### config.mk
export PLATFORM = sky130hd
export DESIGN_NAME = fsga_expo
export DESIGN_NICKNAME = d
export VERILOG_FILES = /design/src/hdl/fp16_sigmoid_gated_activation_assert.svh /design/src/hdl/fsga_pkg.sv /design/src/hdl/fsga_expo.sv
export SDC_FILE = /design/constraint.sdc
export NUM_CORES = 2
export LEC_CHECK = 0
export BUFFER_PORTS_ARGS = -buffer_cell sky130_fd_sc_hd__buf_2
export CORE_ASPECT_RATIO = 1.75
export CORE_UTILIZATION = 40
export DETAILED_ROUTE_END_ITERATION = 10
export PLACE_DENSITY = 0.59
export SETUP_SLACK_MARGIN = 0.2
export SYNTH_ARGS = -nofsm -noshare
export SYNTH_HDL_FRONTEND = slang
export SYNTH_SLANG_ARGS = --single-unit
export TNS_END_PERCENT = 30
### constraint.sdc
create_clock -name clk -period 50.2 [get_ports clk]
set_input_delay 10.04 -clock clk [delete_from_list [all_inputs] [get_ports clk]]
set_output_delay 10.04 -clock clk [all_outputs]
set_load 0.02 [all_outputs]
### src/hdl/fp16_sigmoid_gated_activation_assert.svh
// ----------------------------------------------------------------------------
// Assertion macros for the gated sigmoid activation
// Expects clk and rst_n in the scope of the use.
// ----------------------------------------------------------------------------
`ifndef FP16_SIGMOID_GATED_ACTIVATION_ASSERT_SVH
`define FP16_SIGMOID_GATED_ACTIVATION_ASSERT_SVH

// consequent must hold in the cycle after the antecedent
`define FSGA_CHECK_NEXT(lbl, ante, cons) \
    lbl: assert property (@(posedge clk) disable iff (!rst_n) (ante) |=> (cons)) \
        else $error("fsga check failed");

// consequent must hold in the same cycle as the antecedent
`define FSGA_CHECK_NOW(lbl, ante, cons) \
    lbl: assert property (@(posedge clk) disable iff (!rst_n) (ante) |-> (cons)) \
        else $error("fsga check failed");

`endif

### src/hdl/fsga_pkg.sv
// ----------------------------------------------------------------------------
// fsga_pkg
// Shared constants, types and fp16 arithmetic functions.
// ----------------------------------------------------------------------------
package fsga_pkg;

    localparam logic [15:0] H_ONE     = 16'h3C00;
    localparam logic [15:0] H_NAN     = 16'h7E00;
    localparam logic [15:0] H_INF     = 16'h7C00;
    localparam logic [15:0] H_NZERO   = 16'h8000;
    localparam logic [15:0] H_SIGN    = 16'h8000;
    localparam logic [15:0] H_CLAMP   = 16'hCC56;
    localparam logic [15:0] H_INV_LN2 = 16'h3DC5;
    localparam logic [15:0] H_LN2_HI  = 16'h398C;
    localparam logic [15:0] H_LN2_LO  = 16'h8AF4;
    localparam logic [15:0] H_P2      = 16'h3809;
    localparam logic [15:0] H_P3      = 16'h315D;
    localparam logic [15:0] H_DOWN11  = 16'h1000;
    localparam logic [7:0]  EXP_STEP0 = 8'd88;

    // configuration register indexes
    localparam logic [1:0] CFG_BETA_SCALE = 2'd0;
    localparam logic [1:0] CFG_UP_OFFSET  = 2'd1;
    localparam logic [1:0] CFG_USE_Y      = 2'd2;
    localparam logic [1:0] CFG_USE_UP     = 2'd3;

    localparam logic [6:0] REC7_TAB [0:127] = '{
        7'd127, 7'd125, 7'd123, 7'd121, 7'd119, 7'd117, 7'd116, 7'd114,
        7'd112, 7'd110, 7'd109, 7'd107, 7'd105, 7'd104, 7'd102, 7'd100,
        7'd99,  7'd97,  7'd96,  7'd94,  7'd93,  7'd91,  7'd90,  7'd88,
        7'd87,  7'd85,  7'd84,  7'd83,  7'd81,  7'd80,  7'd79,  7'd77,
        7'd76,  7'd75,  7'd74,  7'd72,  7'd71,  7'd70,  7'd69,  7'd68,
        7'd66,  7'd65,  7'd64,  7'd63,  7'd62,  7'd61,  7'd60,  7'd59,
        7'd58,  7'd57,  7'd56,  7'd55,  7'd54,  7'd53,  7'd52,  7'd51,
        7'd50,  7'd49,  7'd48,  7'd47,  7'd46,  7'd45,  7'd44,  7'd43,
        7'd42,  7'd41,  7'd40,  7'd40,  7'd39,  7'd38,  7'd37,  7'd36,
        7'd35,  7'd35,  7'd34,  7'd33,  7'd32,  7'd31,  7'd31,  7'd30,
        7'd29,  7'd28,  7'd28,  7'd27,  7'd26,  7'd25,  7'd25,  7'd24,
        7'd23,  7'd23,  7'd22,  7'd21,  7'd21,  7'd20,  7'd19,  7'd19,
        7'd18,  7'd17,  7'd17,  7'd16,  7'd15,  7'd15,  7'd14,  7'd14,
        7'd13,  7'd12,  7'd12,  7'd11,  7'd11,  7'd10,  7'd9,   7'd9,
        7'd8,   7'd8,   7'd7,   7'd7,   7'd6,   7'd5,   7'd5,   7'd4,
        7'd4,   7'd3,   7'd3,   7'd2,   7'd2,   7'd1,   7'd1,   7'd0
    };

    // side-band that travels with each element
    typedef struct packed {
        logic        valid;
        logic        last;
        logic        neg;
        logic [15:0] y;
        logic [15:0] upsum;
    } fsga_side_t;

    function automatic logic fp16_is_nan(input logic [15:0] h);
        fp16_is_nan = (h[14:10] == 5'h1F) && (h[9:0] != 10'd0);
    endfunction

    // a*b + c with a single round to nearest even; mul uses c = -0, add uses b = 1
    function automatic logic [15:0] fp16_fma(input logic [15:0] a, input logic [15:0] b,
                                             input logic [15:0] c);
        logic [4:0]  ea, eb, ec;
        logic [10:0] ma, mb, mc;
        logic [21:0] pm;
        logic [5:0]  psh, csh;
        logic [83:0] pv, cv, mag, q, smask;
        logic        ps, cs, sg, guard, sticky, rnd;
        logic [6:0]  k, lsb;
        logic [11:0] mant;
        logic [17:0] enc;
        logic        a_inf, b_inf, c_inf, a_zero, b_zero, p_inf, p_nan;
        logic [15:0] res;
        ea = (a[14:10] == 5'd0) ? 5'd1 : a[14:10];
        eb = (b[14:10] == 5'd0) ? 5'd1 : b[14:10];
        ec = (c[14:10] == 5'd0) ? 5'd1 : c[14:10];
        ma = {a[14:10] != 5'd0, a[9:0]};
        mb = {b[14:10] != 5'd0, b[9:0]};
        mc = {c[14:10] != 5'd0, c[9:0]};
        pm = 22'(ma) * 22'(mb);
        psh = 6'(ea) + 6'(eb) - 6'd2;
        csh = 6'(ec) + 6'd23;
        // fixed point, lsb weight 2^-48
        pv = 84'(pm) << psh;
        cv = 84'(mc) << csh;
        ps = a[15] ^ b[15];
        cs = c[15];
        if (ps == cs)
        begin
            mag = pv + cv;
            sg  = ps;
        end
        else if (pv >= cv)
        begin
            mag = pv - cv;
            sg  = ps;
        end
        else
        begin
            mag = cv - pv;
            sg  = cs;
        end
        if (mag == 84'd0)
            sg = ps & cs;
        k = 7'd0;
        for (int i = 0; i < 84; i++)
        begin
            if (mag[i])
                k = 7'(i);
        end
        // bit 24 carries 2^-24, the subnormal quantum
        lsb    = (k >= 7'd34) ? (k - 7'd10) : 7'd24;
        q      = mag >> lsb;
        guard  = mag[lsb - 7'd1];
        smask  = (84'd1 << (lsb - 7'd1)) - 84'd1;
        sticky = |(mag & smask);
        rnd    = guard & (sticky | q[0]);
        mant   = q[11:0] + 12'(rnd);
        enc    = {1'b0, 7'(lsb - 7'd24), 10'd0} + 18'(mant);
        if (enc >= 18'h07C00)
            res = {sg, H_INF[14:0]};
        else
            res = {sg, enc[14:0]};
        a_inf  = (a[14:10] == 5'h1F) && (a[9:0] == 10'd0);
        b_inf  = (b[14:10] == 5'h1F) && (b[9:0] == 10'd0);
        c_inf  = (c[14:10] == 5'h1F) && (c[9:0] == 10'd0);
        a_zero = (a[14:0] == 15'd0);
        b_zero = (b[14:0] == 15'd0);
        p_inf  = a_inf | b_inf;
        p_nan  = fp16_is_nan(a) | fp16_is_nan(b) | (a_inf & b_zero) | (b_inf & a_zero);
        if (p_nan || fp16_is_nan(c) || (p_inf && c_inf && (ps != cs)))
            res = H_NAN;
        else if (p_inf)
            res = {ps, H_INF[14:0]};
        else if (c_inf)
            res = {cs, H_INF[14:0]};
        fp16_fma = res;
    endfunction

    // fp16 to int8, nearest even, saturating; NaN gives 127
    function automatic logic [7:0] fp16_to_i8(input logic [15:0] h);
        logic [4:0]  e;
        logic [10:0] m, q, smask;
        logic [31:0] mw;
        logic [4:0]  sh;
        logic        guard, sticky, rnd;
        logic [8:0]  mag;
        logic [7:0]  res;
        e = (h[14:10] == 5'd0) ? 5'd1 : h[14:10];
        m = {h[14:10] != 5'd0, h[9:0]};
        mw = 32'(m);
        sh = 5'd25 - ((e > 5'd21) ? 5'd21 : e);
        q = m >> sh;
        // guard may sit above the significand for small values
        guard = mw[sh - 5'd1];
        smask = 11'((32'd1 << (sh - 5'd1)) - 32'd1);
        sticky = |(m & smask);
        rnd = guard & (sticky | q[0]);
        mag = 9'(q) + 9'(rnd);
        if (e > 5'd21)
            mag = 9'd256;
        if (fp16_is_nan(h))
            res = 8'd127;
        else if (h[15])
            res = (mag >= 9'd128) ? 8'h80 : 8'(-mag);
        else
            res = (mag >= 9'd128) ? 8'd127 : mag[7:0];
        fp16_to_i8 = res;
    endfunction

    // int8 to fp16, exact
    function automatic logic [15:0] i8_to_fp16(input logic [7:0] v);
        logic [7:0]  mag;
        logic [2:0]  p;
        logic [17:0] sig;
        logic [15:0] res;
        mag = v[7] ? 8'(-v) : v;
        p = 3'd0;
        for (int i = 0; i < 8; i++)
        begin
            if (mag[i])
                p = 3'(i);
        end
        sig = 18'(mag) << (5'd10 - 5'(p));
        res = {v[7], 5'(5'd15 + 5'(p)), sig[9:0]};
        if (mag == 8'd0)
            res = 16'd0;
        i8_to_fp16 = res;
    endfunction

    // 7-bit reciprocal estimate
    function automatic logic [15:0] fp16_rec7(input logic [15:0] h);
        logic        sg;
        logic [9:0]  sig, nsig;
        logic [3:0]  p;
        logic        found;
        logic [5:0]  ne, oe;
        logic [9:0]  osig;
        logic [10:0] sub;
        logic [15:0] res;
        sg = h[15];
        sig = h[9:0];
        p = 4'd0;
        found = 1'b0;
        for (int i = 0; i < 10; i++)
        begin
            if (sig[i])
            begin
                p = 4'(i);
                found = 1'b1;
            end
        end
        if (h[14:10] == 5'd0)
        begin
            ne = 6'(p) - 6'd9;
            nsig = 10'(sig << (4'd10 - p));
        end
        else
        begin
            ne = 6'(h[14:10]);
            nsig = sig;
        end
        osig = {REC7_TAB[nsig[9:3]], 3'b000};
        oe = 6'd29 - ne;
        sub = {1'b1, osig} >> (6'd1 - oe);
        if ($signed(oe) >= 6'sd1)
            res = {sg, oe[4:0], osig};
        else
            res = {sg, 4'd0, sub};
        if (h[14:10] == 5'h1F)
            res = (sig != 10'd0) ? H_NAN : {sg, 15'd0};
        else if (h[14:10] == 5'd0 && (!found || p < 4'd8))
            res = {sg, H_INF[14:0]};
        fp16_rec7 = res;
    endfunction

endpackage

### src/hdl/fsga_expo.sv
// ----------------------------------------------------------------------------
// fsga_expo
// Cubic for exp(s), exponent insertion, 2^-11 scaling and the 1+e sum.
// ----------------------------------------------------------------------------
module fsga_expo
    import fsga_pkg::*;
(
    input  logic        clk,
    input  logic        rst_n,
    input  logic        adv,
    input  logic [15:0] rem,
    input  logic [7:0]  zi,
    input  fsga_side_t  side_in,
    output logic [15:0] ex,
    output logic [15:0] den,
    output fsga_side_t  side
);

    fsga_side_t  s6_reg, s6_next, s7_reg, s7_next, s8_reg, s8_next;
    fsga_side_t  s9_reg, s9_next, s10_reg, s10_next;
    logic [15:0] r6_reg, r6_next, u6_reg, u6_next, r7_reg, r7_next, u7_reg, u7_next;
    logic [15:0] e8_reg, e8_next, ex9_reg, ex9_next, ex10_reg, ex10_next;
    logic [15:0] d10_reg, d10_next, u8;
    logic [7:0]  zi6_reg, zi6_next, zi7_reg, zi7_next, step8;

    always_comb
    begin
        s6_next   = side_in;
        u6_next   = fp16_fma(H_P3, rem, H_P2);
        r6_next   = rem;
        zi6_next  = zi;
        s7_next   = s6_reg;
        u7_next   = fp16_fma(r6_reg, u6_reg, H_ONE);
        r7_next   = r6_reg;
        zi7_next  = zi6_reg;
        // add the wrapped step (11 + z) * 8 into the exponent field
        s8_next   = s7_reg;
        u8        = fp16_fma(r7_reg, u7_reg, H_ONE);
        step8     = EXP_STEP0 + {zi7_reg[4:0], 3'b000};
        e8_next   = u8 + {step8[7], step8, 7'd0};
        s9_next   = s8_reg;
        ex9_next  = fp16_fma(e8_reg, H_DOWN11, H_NZERO);
        s10_next  = s9_reg;
        d10_next  = fp16_fma(ex9_reg, H_ONE, H_ONE);
        ex10_next = ex9_reg;
    end

    always_ff @(posedge clk or negedge rst_n)
    begin
        if (!rst_n)
        begin
            s6_reg  <= '0;
            s7_reg  <= '0;
            s8_reg  <= '0;
            s9_reg  <= '0;
            s10_reg <= '0;
        end
        else if (adv)
        begin
            s6_reg  <= s6_next;
            s7_reg  <= s7_next;
            s8_reg  <= s8_next;
            s9_reg  <= s9_next;
            s10_reg <= s10_next;
        end
    end

    always_ff @(posedge clk)
    begin
        if (adv)
        begin
            u6_reg   <= u6_next;
            r6_reg   <= r6_next;
            zi6_reg  <= zi6_next;
            u7_reg   <= u7_next;
            r7_reg   <= r7_next;
            zi7_reg  <= zi7_next;
            e8_reg   <= e8_next;
            ex9_reg  <= ex9_next;
            d10_reg  <= d10_next;
            ex10_reg <= ex10_next;
        end
    end

    assign ex   = ex10_reg;
    assign den  = d10_reg;
    assign side = s10_reg;

endmodule

==> impl_metrics.csv <==
group,metric,value,unit
finish,final_cell_mix,"nand2_1, nor2_1, a21oi_1",
clocking,cts_buffers,34,
logic_synthesis,synth_edf_count,138,
global_routing,grt_pass1_vias,103000,
logic_synthesis,ys_seq_area_share,9.97,%
global_routing,antenna_found_initial,33,
placed_design,dp_hpwl,397,mm
global_routing,grt_pass1_wl,731,mm
routing,met3WireLength,42.8,mm
setup_path,slowest_delay,890,ps
floorplanning,pin_count,129,
status,violations,"capacitance limit, slew limit",
finish,syn_to_final_growth,7.37,%
placed_design,gp_congestion,1.17,
timing,period_share,60.0,%
logic_synthesis,synth_cells,11900,
logic_synthesis,synth-seq-cells,313,
clocking,tritoncts,"yes",
floorplanning,rows,224,
global_routing,grt_max_degree,117,
clocking,cts_buffer_depth,3,
setup_path,crit_path_start_kind,"primary input",
timing,hold_viol_final,0,
routing,dr.max_layer_used,"met5",
clocking,holdBufCountCts,0,
clocking,post_cts_buffers,0,
clocking,clk_latency,700,ps
floorplanning,coreArea,0.213,mm2
logic_synthesis,synth-warning-count,0,
routing,drt_pass1_iterations,10,
finish,nets,12400,
setup_path,cp-end-kind,"flip-flop",
run,max_cap_viol_count,8,
worst_hold_path,worstHoldStart,"zi6_reg[3]",
setup_path,worstSetupPathType,"in -> reg",
floorplanning,die_area,0.216,mm2
clocking,cts.sinks,313,
setup_path,rr_startpoint,"u7_reg[12]",
setup_path,cp.required,50770,ps
timing,setup_viol,0,
finish,fin_util,43.2,%
routing,ant_nets,0,
setup_path,critPathArrivalTime,30680,ps
timing,holdWs,426,ps
floorplanning,fp.dieW,352,um
routing,wl_met1,150,mm
timing,slew_headroom,-19.0,%
clocking,clkTransAtPathRegs,60,ps
logic_synthesis,syn_area_per_cell,7.18,um2
setup_path,cp_slowest_cell,"o311ai_0",
routing,dr_wl_met2,240,mm
timing,worstMarginPinSlew,1770,ps
finish,mostFrequentLayoutCell,"nand2_1",
setup_path,crit_buf_inv,10,
finish,drive_gt1_share,12.0,%
routing,drc,0,
logic_synthesis,synth_cell_types,131,
timing,post-route-min-period,30120,ps
clocking,cts_resized,0,
routing,routed_wl,510,mm
floorplanning,die_y,614,um
routing,wl_per_cell,34.8,um
logic_synthesis,synth_flop_cell,"dfrtp_1",
setup_path,crit_start,"rem[13]",
timing,finalSetupTns,0,ps
routing,vias_per_cell,7.18,
timing,finalClockSkew,82.2,ps
finish,final_cell_area,0.0918,mm2
floorplanning,initial_core_util,40.2,%
setup_path,critPathTopFamily,"simple AND/OR/NAND/NOR gates",
setup_path,crit_fanout,50,
clocking,cts_root_buf,"clkbuf_16",
logic_synthesis,async_flop_share,55.9,%
global_routing,gr-total-overflow,0,
placed_design,placed_area,0.0905,mm2
global_routing,gr-usage-all-layers,46.1,%
timing,fmax,33.2,MHz
placed_design,port_buffers,125,
timing,slew_viol_final,27,
routing,drt_iter0_markers,12200,
logic_synthesis,mappedNetlistArea,0.0855,mm2
clocking,htree_levels,2,
routing,vias,105000,
status,outcome,"finished, violations left",
timing,grt_setup_unrepaired,"no",
worst_hold_path,min_path_type,"reg -> reg",
## stage by stage
step	instances	worst slack [ps]
3_3_place_gp	14600	19970
3_5_place_dp	14600	19780
5_1_grt	14600	19000
4_1_cts	14600	20470
2_1_floorplan	11900	23840
6_report	14600	20080
## kinds of logic after synthesis
family / count (synthesis) / synth area share, %
AOI/OAI and AO/OA: 3617 / 29.3
and+or+nand+nor: 4647 / 26.3
adders and majority gates: 516 / 9.37
muxes: 1008 / 14.0
buffers and inverters: 1318 / 5.98
other: 1 / 0.00438
xor gates and xnor gates: 493 / 5.11
DFF: 313 / 9.97
## cell type report
| cell class | instances | area (um2) |
|---|---|---|
| inverter | 557 | 2090 |
| clock inverter | 20 | 270 |
| tap | 2825 | 3530 |
| antenna | 15 | 37.5 |
| timing repair buffer | 593 | 4160 |
| sequential | 313 | 8520 |
| clock buffer | 41 | 897 |
| fill | 22100 | 121000 |
| multi-input combinational | 10300 | 72300 |
## synthesized netlist by cell type, types with 74 or more instances
cell type	count	area share, %
a211o_1	74	0.76
a211oi_1	213	1.9
a21o_1	101	0.89
a21oi_1	717	4.2
a22oi_1	82	0.72
a31oi_1	191	1.4
and2_1	266	1.9
and3_1	113	0.83
buf_1	98	0.43
buf_2	113	0.66
clkbuf_1	542	2.4
dfrtp_1	175	5.1
edfxtp_1	138	4.8
fa_1	208	4.9
ha_1	307	4.5
inv_1	538	2.4
mux2_2	325	4.3
mux2i_1	566	6.6
mux4_2	116	3.1
nand2_1	1264	5.5
nand2b_1	111	0.81
nand3_1	382	2.2
nand4_1	157	1.1
nor2_1	1211	5.3
nor3_1	416	2.4
nor4_1	183	1.3
o211ai_1	221	1.9
o21a_1	91	0.80
o21ai_0	639	3.7
o22ai_1	145	1.1
o31ai_1	110	0.97
or2_2	97	0.71
or3_1	117	0.86
xnor2_1	336	3.4
xor2_1	153	1.6
## per-layer routing
metal | track usage [%] | up-vias
li1 | - | 44600
met1 | 40.5 | 49900
met2 | 77.5 | 7186
met3 | 13.2 | 3441
met4 | 56.0 | 30
met5 | 0.0688 | -
## worst paths after layout
path | end | slack [ps] | depth (start not counted)
setup / recovery | u6_reg[9] | 20080 | 61
hold / removal | zi7_reg[3] | 430 | 0
setup reg to reg | e8_reg[15] | 26290 | 75
hold reg to reg | zi7_reg[3] | 430 | 0
max in group asynchronous | s8_reg[33] | 39280 | 2
min in group asynchronous | s6_reg[23] | 9550 | 1
Power is left out: the tool's default activity adds up to more than one toggle a clock period on the data nets, which glitch-free logic cannot reach.
